File: config.mk
export PLATFORM = sky130hd
export DESIGN_NAME = resp_stream_parser
export DESIGN_NICKNAME = d
export VERILOG_FILES = /design/src/hdl/rsp_pkg.sv /design/src/hdl/resp_stream_parser.sv
export SDC_FILE = /design/constraint.sdc
export NUM_CORES = 2
export LEC_CHECK = 0
export ABC_AREA = 1
export BUFFER_PORTS_ARGS = -buffer_cell sky130_fd_sc_hd__buf_2
export CORE_MARGIN = 1
export CORE_UTILIZATION = 55
export CTS_BUF_LIST = sky130_fd_sc_hd__clkbuf_16
export CTS_CLUSTER_DIAMETER = 200
export DETAILED_ROUTE_END_ITERATION = 16
export MAX_ROUTING_LAYER = met4
export PLACE_DENSITY = 0.75
export SETUP_SLACK_MARGIN = 0.3
export SLEW_MARGIN = 20
export SYNTH_ARGS = -nofsm -noshare
export SYNTH_HDL_FRONTEND = slang
export SYNTH_SLANG_ARGS = --single-unit
File: constraint.sdc
create_clock -name clk_i -period 12.2 [get_ports clk_i]
set_clock_uncertainty 0.1 [all_clocks]
set_input_delay 0.61 -clock clk_i [delete_from_list [all_inputs] [get_ports clk_i]]
set_output_delay 0.61 -clock clk_i [all_outputs]
set_load 0.005 [all_outputs]
File: src/hdl/rsp_pkg.sv
// ----------------------------------------------------------------------------
// rsp_pkg
// Shared types, codes and character constants for the RESP2 stream parser.
// ----------------------------------------------------------------------------
package rsp_pkg;

  localparam int unsigned MaxDepthDef   = 8;
  localparam int unsigned LengthBitsDef = 32;

  typedef enum logic [2:0] {
    PH_TYPE, PH_TEXT, PH_NUM, PH_SKIP, PH_BULK, PH_BCR, PH_BLF, PH_ERR
  } phase_e;

  typedef enum logic [2:0] {
    EV_HEADER = 3'd0,
    EV_TEXT   = 3'd1,
    EV_BULK   = 3'd2,
    EV_DONE   = 3'd3,
    EV_ARRAY  = 3'd4,
    EV_ERROR  = 3'd5
  } event_e;

  typedef enum logic [2:0] {
    KIND_SIMPLE = 3'd0,
    KIND_ERROR  = 3'd1,
    KIND_INT    = 3'd2,
    KIND_BULK   = 3'd3,
    KIND_ARRAY  = 3'd4,
    KIND_NULL   = 3'd5
  } kind_e;

  typedef enum logic [2:0] {
    ERR_NONE   = 3'd0,
    ERR_TYPE   = 3'd1,
    ERR_BULK   = 3'd2,
    ERR_NUMBER = 3'd3,
    ERR_DEPTH  = 3'd4
  } err_e;

  localparam logic [7:0] CH_PLUS   = 8'h2B;
  localparam logic [7:0] CH_MINUS  = 8'h2D;
  localparam logic [7:0] CH_COLON  = 8'h3A;
  localparam logic [7:0] CH_DOLLAR = 8'h24;
  localparam logic [7:0] CH_STAR   = 8'h2A;
  localparam logic [7:0] CH_CR     = 8'h0D;
  localparam logic [7:0] CH_LF     = 8'h0A;
  localparam logic [7:0] CH_ZERO   = 8'h30;
  localparam logic [7:0] CH_NINE   = 8'h39;

endpackage

File: src/hdl/resp_stream_parser.sv
// ----------------------------------------------------------------------------
// resp_stream_parser
// Timing: a byte is taken into the input register on acceptance; its event
// is then written into the result register when the output can take it.
// Throughput: one byte per cycle unless out_ready_i holds the result
// register; the parser step is a single pass between the two registers.
// Reset: parser state and handshake registers clear asynchronously; the
// array count stack is not reset and is only read below the current level.
// ----------------------------------------------------------------------------
module resp_stream_parser #(
  parameter int unsigned MAX_DEPTH   = rsp_pkg::MaxDepthDef,
  parameter int unsigned LENGTH_BITS = rsp_pkg::LengthBitsDef
) (
  input  logic               clk_i,
  input  logic               rst_ni,
  input  logic               in_valid_i,
  output logic               in_ready_o,
  input  logic [7:0]         data_byte_i,
  input  logic               message_start_i,
  output logic               out_valid_o,
  input  logic               out_ready_i,
  output logic [2:0]         event_kind_o,
  output logic [2:0]         value_kind_o,
  output logic [7:0]         byte_echo_o,
  output logic signed [63:0] number_value_o,
  output logic [3:0]         nest_depth_o,
  output logic [3:0]         arrays_closed_o,
  output logic               message_done_o,
  output logic [2:0]         error_code_o
);
  import rsp_pkg::*;

  localparam int unsigned LW  = $clog2(MAX_DEPTH + 1);
  localparam int unsigned IW  = (MAX_DEPTH > 1) ? $clog2(MAX_DEPTH) : 1;
  localparam int unsigned CLW = LW + 1;

  // parser state
  phase_e                  phase_q, phase_d;
  kind_e                   kind_q, kind_d;
  logic [63:0]             acc_q, acc_d;
  logic                    neg_q, neg_d;
  logic                    digit_q, digit_d;
  logic [LENGTH_BITS-1:0]  bulk_q, bulk_d;
  logic [LW-1:0]           level_q, level_d;
  err_e                    err_q, err_d;
  logic [LENGTH_BITS-1:0]  count_q [MAX_DEPTH];

  // input stage
  logic       s1_valid_q;
  logic [7:0] s1_byte_q;
  logic       s1_start_q;
  logic       s1_adv;

  // result stage
  logic              out_valid_q;
  event_e            ev_q, ev_d;
  kind_e             vk_q;
  logic [7:0]        echo_q;
  logic [63:0]       num_q, num_d;
  logic [3:0]        depth_q, closed_q;
  logic              done_q, done_d;
  err_e              ecode_q, ecode_d;
  logic [CLW-1:0]    closed_d;

  // effective state after an optional message start
  phase_e                 cur_phase;
  kind_e                  cur_kind;
  logic [63:0]            cur_acc;
  logic                   cur_neg;
  logic                   cur_digit;
  logic [LENGTH_BITS-1:0] cur_bulk;
  logic [LW-1:0]          cur_level;
  err_e                   cur_err;

  logic                   fail;
  err_e                   fail_code;
  logic                   cmpl;
  logic [67:0]            acc10;
  logic [67:0]            limit;
  logic                   push_en;
  logic                   dec_en;
  logic [IW-1:0]          dec_idx;
  logic                   found;
  logic [LW-1:0]          new_level;
  logic [LW-1:0]          pops;

  assign s1_adv     = s1_valid_q && (!out_valid_q || out_ready_i);
  assign in_ready_o = !s1_valid_q || s1_adv;

  always_comb begin
    cur_phase = s1_start_q ? PH_TYPE     : phase_q;
    cur_kind  = s1_start_q ? KIND_SIMPLE : kind_q;
    cur_acc   = s1_start_q ? 64'd0       : acc_q;
    cur_neg   = s1_start_q ? 1'b0        : neg_q;
    cur_digit = s1_start_q ? 1'b0        : digit_q;
    cur_bulk  = s1_start_q ? '0          : bulk_q;
    cur_level = s1_start_q ? '0          : level_q;
    cur_err   = s1_start_q ? ERR_NONE    : err_q;

    phase_d  = cur_phase;
    kind_d   = cur_kind;
    acc_d    = cur_acc;
    neg_d    = cur_neg;
    digit_d  = cur_digit;
    bulk_d   = cur_bulk;
    level_d  = cur_level;
    err_d    = cur_err;
    ev_d     = EV_HEADER;
    num_d    = 64'd0;
    closed_d = '0;
    done_d   = 1'b0;
    ecode_d  = ERR_NONE;
    fail     = 1'b0;
    fail_code = ERR_NONE;
    cmpl     = 1'b0;
    push_en  = 1'b0;

    // acc * 10 + digit, checked against the signed magnitude limit
    acc10 = ({4'd0, cur_acc} << 3) + ({4'd0, cur_acc} << 1)
            + {64'd0, 4'(s1_byte_q - CH_ZERO)};
    limit = cur_neg ? {4'd0, 1'b1, 63'd0} : {5'd0, {63{1'b1}}};

    case (cur_phase)
      PH_TYPE: begin
        phase_d = PH_NUM;
        acc_d   = 64'd0;
        neg_d   = 1'b0;
        digit_d = 1'b0;
        case (s1_byte_q)
          CH_PLUS:   begin kind_d = KIND_SIMPLE; phase_d = PH_TEXT; end
          CH_MINUS:  begin kind_d = KIND_ERROR;  phase_d = PH_TEXT; end
          CH_COLON:  kind_d = KIND_INT;
          CH_DOLLAR: kind_d = KIND_BULK;
          CH_STAR:   kind_d = KIND_ARRAY;
          default: begin
            fail      = 1'b1;
            fail_code = ERR_TYPE;
          end
        endcase
      end
      PH_TEXT: begin
        if (s1_byte_q == CH_CR) begin
          phase_d = PH_SKIP;
        end else begin
          ev_d = EV_TEXT;
        end
      end
      PH_NUM: begin
        if (s1_byte_q == CH_CR) begin
          if (!cur_digit) begin
            fail = 1'b1; fail_code = ERR_NUMBER;
          end else if (cur_kind == KIND_BULK && cur_neg && cur_acc > 64'd1) begin
            fail = 1'b1; fail_code = ERR_BULK;
          end else if ((cur_kind == KIND_BULK || cur_kind == KIND_ARRAY) && !cur_neg
                       && (|cur_acc[63:LENGTH_BITS])) begin
            fail = 1'b1; fail_code = ERR_NUMBER;
          end else begin
            acc_d   = cur_neg ? (64'd0 - cur_acc) : cur_acc;
            phase_d = PH_SKIP;
          end
        end else if (s1_byte_q >= CH_ZERO && s1_byte_q <= CH_NINE) begin
          if (acc10 > limit) begin
            fail = 1'b1; fail_code = ERR_NUMBER;
          end else begin
            acc_d   = acc10[63:0];
            digit_d = 1'b1;
          end
        end else if (s1_byte_q == CH_MINUS && !cur_digit && !cur_neg) begin
          neg_d = 1'b1;
        end else begin
          fail = 1'b1; fail_code = ERR_NUMBER;
        end
      end
      PH_SKIP: begin
        if (cur_kind == KIND_SIMPLE || cur_kind == KIND_ERROR) begin
          cmpl = 1'b1;
        end else if (cur_kind == KIND_INT) begin
          cmpl  = 1'b1;
          num_d = cur_acc;
        end else if (cur_kind == KIND_BULK) begin
          num_d = cur_acc;
          if (cur_acc[63]) begin
            kind_d = KIND_NULL;
            cmpl   = 1'b1;
          end else begin
            bulk_d  = cur_acc[LENGTH_BITS-1:0];
            phase_d = (cur_acc[LENGTH_BITS-1:0] == '0) ? PH_BCR : PH_BULK;
          end
        end else begin
          num_d = cur_acc;
          if (cur_acc[63] || cur_acc == 64'd0) begin
            cmpl = 1'b1;
          end else if (cur_level >= LW'(MAX_DEPTH)) begin
            fail = 1'b1; fail_code = ERR_DEPTH;
          end else begin
            push_en = 1'b1;
            level_d = cur_level + LW'(1);
            phase_d = PH_TYPE;
            ev_d    = EV_ARRAY;
          end
        end
      end
      PH_BULK: begin
        ev_d = EV_BULK;
        if (cur_bulk != '0) begin
          bulk_d = cur_bulk - LENGTH_BITS'(1);
        end
        if (cur_bulk <= LENGTH_BITS'(1)) begin
          phase_d = PH_BCR;
        end
      end
      PH_BCR: begin
        if (s1_byte_q == CH_CR) begin
          phase_d = PH_BLF;
        end else begin
          fail = 1'b1; fail_code = ERR_BULK;
        end
      end
      PH_BLF: begin
        if (s1_byte_q == CH_LF) begin
          cmpl = 1'b1;
        end else begin
          fail = 1'b1; fail_code = ERR_BULK;
        end
      end
      default: begin
        ev_d    = EV_ERROR;
        ecode_d = cur_err;
      end
    endcase

    // completion: pop every level whose count is exactly one from the top,
    // the first level below them (if any) just counts down
    found   = 1'b0;
    dec_idx = '0;
    for (int i = 0; i < MAX_DEPTH; i++) begin
      if (LW'(i) < cur_level && count_q[i] != LENGTH_BITS'(1)) begin
        found   = 1'b1;
        dec_idx = IW'(i);
      end
    end
    new_level = found ? (LW'(dec_idx) + LW'(1)) : '0;
    pops      = cur_level - new_level;
    dec_en    = 1'b0;

    if (cmpl) begin
      dec_en   = found;
      level_d  = new_level;
      phase_d  = PH_TYPE;
      ev_d     = EV_DONE;
      closed_d = CLW'(pops) + ((kind_d == KIND_ARRAY) ? CLW'(1) : CLW'(0));
      done_d   = (new_level == '0);
    end

    if (fail) begin
      phase_d  = PH_ERR;
      err_d    = fail_code;
      ev_d     = EV_ERROR;
      ecode_d  = fail_code;
      num_d    = 64'd0;
      closed_d = '0;
      done_d   = 1'b0;
      push_en  = 1'b0;
      dec_en   = 1'b0;
    end
  end

  // input register
  always_ff @(posedge clk_i or negedge rst_ni) begin
    if (!rst_ni) begin
      s1_valid_q <= 1'b0;
      s1_start_q <= 1'b0;
    end else if (in_ready_o) begin
      s1_valid_q <= in_valid_i;
      s1_start_q <= message_start_i;
    end
  end

  always_ff @(posedge clk_i) begin
    if (in_ready_o && in_valid_i) begin
      s1_byte_q <= data_byte_i;
    end
  end

  // parser state
  always_ff @(posedge clk_i or negedge rst_ni) begin
    if (!rst_ni) begin
      phase_q <= PH_TYPE;
      kind_q  <= KIND_SIMPLE;
      acc_q   <= 64'd0;
      neg_q   <= 1'b0;
      digit_q <= 1'b0;
      bulk_q  <= '0;
      level_q <= '0;
      err_q   <= ERR_NONE;
    end else if (s1_adv) begin
      phase_q <= phase_d;
      kind_q  <= kind_d;
      acc_q   <= acc_d;
      neg_q   <= neg_d;
      digit_q <= digit_d;
      bulk_q  <= bulk_d;
      level_q <= level_d;
      err_q   <= err_d;
    end
  end

  // count stack, one register per level
  always_ff @(posedge clk_i) begin
    for (int i = 0; i < MAX_DEPTH; i++) begin
      if (s1_adv && push_en && cur_level[IW-1:0] == IW'(i)) begin
        count_q[i] <= cur_acc[LENGTH_BITS-1:0];
      end else if (s1_adv && dec_en && dec_idx == IW'(i)) begin
        count_q[i] <= count_q[i] - LENGTH_BITS'(1);
      end
    end
  end

  // result register
  always_ff @(posedge clk_i or negedge rst_ni) begin
    if (!rst_ni) begin
      out_valid_q <= 1'b0;
    end else if (s1_adv) begin
      out_valid_q <= 1'b1;
    end else if (out_ready_i) begin
      out_valid_q <= 1'b0;
    end
  end

  always_ff @(posedge clk_i) begin
    if (s1_adv) begin
      ev_q     <= ev_d;
      vk_q     <= kind_d;
      echo_q   <= s1_byte_q;
      num_q    <= num_d;
      depth_q  <= 4'(level_d);
      closed_q <= 4'(closed_d);
      done_q   <= done_d;
      ecode_q  <= ecode_d;
    end
  end

  assign out_valid_o     = out_valid_q;
  assign event_kind_o    = ev_q;
  assign value_kind_o    = vk_q;
  assign byte_echo_o     = echo_q;
  assign number_value_o  = num_q;
  assign nest_depth_o    = depth_q;
  assign arrays_closed_o = closed_q;
  assign message_done_o  = done_q;
  assign error_code_o    = ecode_q;

  a_err_code: assert property (@(posedge clk_i) disable iff (!rst_ni)
    out_valid_o |-> ((event_kind_o == EV_ERROR) == (error_code_o != ERR_NONE)))
    else $error("error code does not match error event");

  a_done_depth: assert property (@(posedge clk_i) disable iff (!rst_ni)
    out_valid_o && message_done_o |-> (nest_depth_o == 4'd0) && (event_kind_o == EV_DONE))
    else $error("message done with open arrays");

  a_closed_event: assert property (@(posedge clk_i) disable iff (!rst_ni)
    out_valid_o && (arrays_closed_o != 4'd0) |-> (event_kind_o == EV_DONE))
    else $error("arrays closed outside a value done event");

  a_level_bound: assert property (@(posedge clk_i) disable iff (!rst_ni)
    level_q <= LW'(MAX_DEPTH))
    else $error("stack level beyond maximum depth");

endmodule
# Yosys cells after proc, flatten, opt, wreduce, memory -nomap -nowiden
# Memories as Yosys holds them, arrays and structs flattened.
# Cells that the tools add are included.
[totals]
inputBits = 13
out_inout_bits = 92
ramBits = 256
n_memories = 1
reg_bits = 212
[memory_table]
columns = ["name", "depth", "width", "read_ports", "rd_ports_with_merged_regs", "wr", "line_no", "text"]
rows = [
  ["count_q", 8, 32, 8, 0, 1, "resp_stream_parser.sv:46", "logic [LENGTH_BITS-1:0] count_q [MAX_DEPTH];"],
]
[op_classes]
bitwise_logic = 10
n_eq_ne = 40
magnitude_cmp = 14
reduce_logical = 68
mux = 209
add_sub_neg = 17
[ops]
columns = ["op", "count"]
rows = [
  ["$mux 32", 21],
  ["$mux 64", 9],
  ["$sub 32x1->32 const B", 9],
  ["$ne 32x1->1 const B", 8],
  ["$reduce_or 32->1", 8],
  ["$mux 3", 51],
  ["$pmux 64 s2", 1],
  ["$mux 1", 100],
  ["$add 67x65->68", 1],
  ["$add 68x4->68", 1],
  ["$gt 68x64->1", 1],
  ["$gt 64x1->1 const B", 1],
  ["$logic_not 64->1", 1],
  ["$pmux 32 s2", 1],
  ["$sub 1x64->64 const A", 1],
  ["$eq 8x6->1 const B", 5],
  ["$eq 3x3->1 const B", 13],
  ["$mux 4", 9],
  ["$logic_and 1x1->1", 35],
  ["$le 32x1->1 const B", 1],
  ["$logic_not 32->1", 1],
  ["$reduce_bool 32->1", 1],
  ["$pmux 3 s5", 2],
  ["$eq 3x2->1 const B", 8],
  ["31 further kinds", 69],
]

# Logic depth before layout (Yosys ltp)
[logic_depth]
word_depth = 27
depth_mapped = 47

# Worst setup path before layout
# No wires, ideal clock.
[synth_timing]
path_kind = "register to register"
from = "register s1_start_q"
to = "register num_q[63] (netlist: number_value_o[63]), data pin"
required_time_ns = 11.834
setup_slack_ns = 6.328
arrival_ns = 5.507
setup_time_ns = 0.266
stages_incl_launch_ff = 43
path_buffers = 6
synth_period_minus_slack_ns = 5.872
path_cell_list = "dfrtp_1 > inv_2 > buf_6 > buf_6 > buf_6 > buf_2 > nand2_2 > inv_1 > clkbuf_1 > ha_1 > ha_1 > inv_1 > fa_1 > nand3b_1 > nand2_1 > nand2_1 > nand2_1 > nand2_1 > [7 not listed] > nand2_1 > nor2_1 > nand4_1 > nor2_1 > a21oi_1 > nand2_1 > nand2_1 > nand2_1 > nand2_1 > nand2_1 > nand2_1 > nand2_1 > nand3_1 > nand3_1 > inv_2 > nand2_1 > buf_2 > nor2_1"
[synth_between]
word_cells_on_any_way = 50
classes_between = "add/sub: 2; order compare: 3; eq/ne: 8; mux: 20; bitwise: 1; reduce/logical: 16"
[synth_rtl]
columns = ["element", "line_no", "text"]
rows = [
  ["start, declared", "resp_stream_parser.sv:51", "logic s1_start_q;"],
  ["start signal, assigned", "resp_stream_parser.sv:275", "s1_start_q <= message_start_i;"],
  ["$mux 64 (*)", "resp_stream_parser.sv:93", "cur_acc = s1_start_q ? 64'd0 : acc_q;"],
  ["net cur_acc[1]", "resp_stream_parser.sv:68", "logic [63:0] cur_acc;"],
  ["$add 67x65->68 / $logic_not 64->1 (equally long branches)", "resp_stream_parser.sv:119, resp_stream_parser.sv:191", ""],
  ["$add 68x4->68 / $logic_or 1x1->1 (equally long branches)", "resp_stream_parser.sv:120, resp_stream_parser.sv:191", ""],
  ["$gt 68x64->1 / $mux 1 (equally long branches)", "resp_stream_parser.sv:162, resp_stream_parser.sv:191", ""],
  ["$mux 1 (on tied branches)", "resp_stream_parser.sv:162, resp_stream_parser.sv:180", ""],
  ["$mux 1 (on tied branches)", "resp_stream_parser.sv:161, resp_stream_parser.sv:177", ""],
  ["$mux 1 (on tied branches)", "resp_stream_parser.sv:149, resp_stream_parser.sv:175", ""],
  ["$pmux 1 s5 (*)", "resp_stream_parser.sv:123", "case (cur_phase)"],
  ["$reduce_or 3->1 (no source line) (*)", "n/a", ""],
  ["end signal, assigned", "resp_stream_parser.sv:335", "num_q <= num_d;"],
  ["end, declared", "resp_stream_parser.sv:59", "logic [63:0] num_q, num_d;"],
]
# The timed path passes the listed nets; every way through them passes the cells marked *.
# A chain may end at the register's enable or synchronous reset.

# Worst setup path in the final report
[layout_timing]
from = "register s1_start_q"
to = "register num_q[14] (netlist: number_value_o[14]), data pin"
# Same word-level chain as after synthesis.

==> run_results.csv <==
group,metric,value,unit
outcome,status,"finished, final reports clean",
route,drt-initial-drc-count,4139,
power_and_ir_drop,p_sw_share,44.5,%
timing,report.final.slew_viol_count,0,
placed_design,hpwl,93.0,mm
grt,antenna_found_initial,3,
yosys,synth_nets,5626,
power_and_ir_drop,vdd_drop_max,0.127,mV
grt,grt_first_pass_wirelength,200,mm
worst_setup_path,crit_buf_inv,6,
worst_setup_path,arrival,9.41,ns
yosys,yosys.area.top_type_share,28.0,%
cells_and_area,multiInputGateArea,21500,um^2
yosys,ys_top_cells_by_area,"edfxtp_1, nand2_1, ha_1",
yosys,synth_warnings,0,
yosys,synth_cell_types,56,
timing,period_share,75.0,%
timing,grt_setup_unrepaired,"false",
timing,setup_violations,0,
route,vias_per_cell,5.90,
clock_network,ctsResizeCount,0,
grt,grt_max_degree,84,
worst_setup_path,worstSetupPathType,"register to register",
run,drv_cap,0,
worst_setup_path,cp-end-kind,"register",
route,finalWirelength,131,mm
power_and_ir_drop,power.share.clock,25.0,%
yosys,ys_seq_area_share,35.6,%
route,wire_per_inst,20.6,um
timing,max_freq,109,MHz
cells_and_area,final-seq-area,13500,um^2
worst_setup_path,worst_path_largest_cell_delay,0.83,ns
cells_and_area,drive_above_1_share,6.09,%
clock_network,clk_pin_slew_worst_paths,0.06,ns
floorplanning,fp.dieH,264,um
clock_network,holdBufCountCts,1,
power_and_ir_drop,power.leakage,18.7,nW
cells_and_area,layout_commonest_cell,"nand2_1",
floorplanning,core_area,67600,um^2
clock_network,post_cts_buffers,0,
yosys,syn_avg_cell_area,7.04,um^2
cells_and_area,final_cell_mix,"nand2_1, nor2_1, inv_1, o21ai_0, nand3_1",
timing,fin_crit,9.15,ns
worst_setup_path,required,12.46,ns
clock_network,cts_made_buffers,52,
grt,grt_use_total,38.0,%
cells_and_area,utilization,60.7,%
route,drtAntennaViolNets,0,
placed_design,io_buffers,104,
yosys,synth-seq-cells,468,
timing,worstMarginPinSlew,1.17,ns
worst_setup_path,cp-start-kind,"register",
power_and_ir_drop,power_switching,3.03,mW
grt,grt_pass1_vias,35000,
floorplanning,io_pins,105,
power_and_ir_drop,intPower,3.77,mW
placed_design,gp_congestion,1.03,
clock_network,clk_path_buf_depth,3,
cells_and_area,fillers,6278,
worst_setup_path,worst_path_max_delay_cell,"clkinv_1",
timing,slew_headroom,21.2,%
worst_setup_path,crit_top_cell,"nand2_1",
floorplanning,die-area,70000,um^2
timing,hold_ws,0.0498,ns
cells_and_area,synthToLayoutAreaGrowth,8.35,%
clock_network,clk_latency,0.64,ns
floorplanning,start_util,56.0,%
cells_and_area,nets,5653,
clock_network,cts_sinks,468,
cells_and_area,fin_area,41100,um^2
route,via_count,37300,
clock_network,cts_tree,"yes",
yosys,synthFlopType,"edfxtp_1",
timing,hold_violations,0,
power_and_ir_drop,p_per_area,165,nW/um^2
yosys,yosys.area.top_type,"edfxtp_1",
yosys,synthesis.area,37900,um^2
yosys,synth_edf_count,354,
yosys,postSynthCellCount,5382,
worst_setup_path,path_max_fanout,59,
power_and_ir_drop,combPwrFrac,45.2,%
worst_setup_path,critPathTopFamily,"simple AND/OR/NAND/NOR gates",
clock_network,cts-root-buf,"clkbuf_16",
power_and_ir_drop,seqPwrFrac,29.8,%
route,drtPass1Iterations,8,
floorplanning,die_w,264,um
route,drc,0,
timing,tns,0,ns
hold_path,hold_class,"primary input to register",
floorplanning,rows,95,
yosys,async_reset_ff_share,24.4,%
clock_network,htreeDepth,2,
grt,grt-ovfl-total,0,
placed_design,post_dp_cell_area,39200,um^2
==> power by group through the flow <==
| stage | clock (mW) | combinational, mW | sequential, mW |
|---|---|---|---|
| 3_3_place_gp | 0 | 2.94 | 2.05 |
| 4_1_cts | 1.70 | 2.99 | 2.02 |
| 5_1_grt | 1.76 | 3.36 | 2.04 |
| 2_1_floorplan | 0 | 2.00 | 2.04 |
| 3_5_place_dp | 0 | 2.99 | 2.05 |
| 6_report | 1.70 | 3.07 | 2.03 |
==> layout make-up <==
| type | instances | share of cell area [%] |
|---|---|---|
| Multi-Input combinational cell | 4154 | 52.4 |
| Sequential cell | 468 | 32.8 |
| Inverter | 566 | 5.20 |
| Clock buffer | 52 | 3.17 |
| Tap cell | 873 | 2.66 |
| Timing Repair Buffer | 167 | 2.43 |
| Clock inverter | 46 | 1.29 |
| Antenna cell | 3 | 0.0183 |
==> metal layers <==
metal	share of wire [%]	global-route usage, %	routed length [um]	vias up
met4	7.6	24.8	9890	0
met5	0	-	0	-
li1	-	-	-	17900
met3	8.6	6.03	11300	437
met2	44	58.3	57800	1826
met1	39	46.6	51600	17100
==> sequential cells by signal (all words and copies together) (netlist names), 8 cells and up <==
signal,cells
acc_q,64
bulk_q,32
count_q,256
number_value_o,64
s1_byte_q,8
byte_echo_o,8
==> cell families after synthesis <==
group                    count (synthesis)  synth area share (%)
flip-flops                             468                  35.6
AO/OA/AOI/OAI                          903                  12.5
AND/OR/NAND/NOR                       2755                  30.3
buffers and inverters                  760                  7.83
XOR/XNOR                               265                  6.12
adder cells (fa/ha/maj)                231                  7.67
==> stage by stage <==
| step | setup WS [ns] | total power [mW] | instances |
|---|---|---|---|
| 2_1_floorplan | 6.33 | 4.04 | 5382 |
| 3_3_place_gp | 3.65 | 5.00 | 6227 |
| 3_5_place_dp | 3.34 | 5.04 | 6227 |
| 4_1_cts | 3.33 | 6.72 | 6326 |
| 5_1_grt | 2.66 | 7.16 | 6327 |
| 6_report | 3.05 | 6.79 | 6329 |
==> Yosys cell counts, types with 6 or more instances <==
master,count
o21ai_1,112
nor3_1,103
xnor2_1,107
inv_1,536
a21oi_1,315
o21bai_1,19
o21ai_0,393
nand4_1,64
xor2_1,158
ha_1,229
nor2_2,12
buf_2,46
buf_1,21
inv_2,26
or2_2,11
nor4_1,42
o211ai_1,22
nand2_1,1350
a31oi_1,6
clkbuf_1,117
nor2_1,746
nand3b_1,12
nand3_1,384
dfrtp_1,114
edfxtp_1,354
==> final timing paths <==
path | cells after the start | start | end | slack, ns
worst max-delay path | 36 | s1_start_q$_DFFE_PN0N_ | number_value_o[14]$_SDFFCE_PP0P_ | 3.05
worst min-delay path | 1 | data_byte_i[2] | s1_byte_q[2]$_DFFE_PP_ | 0.05
worst max register to register | 36 | s1_start_q$_DFFE_PN0N_ | number_value_o[14]$_SDFFCE_PP0P_ | 3.05
worst min register to register | 0 | s1_byte_q[6]$_DFFE_PP_ | byte_echo_o[6]$_DFFE_PP_ | 0.35
max in group asynchronous | 3 | rst_ni | acc_q[49]$_DFFE_PN0P_ | 9.98
min in group asynchronous | 2 | rst_ni | bulk_q[5]$_DFFE_PN0P_ | 0.44
No activity file was read; power rests on OpenSTA's default activity.
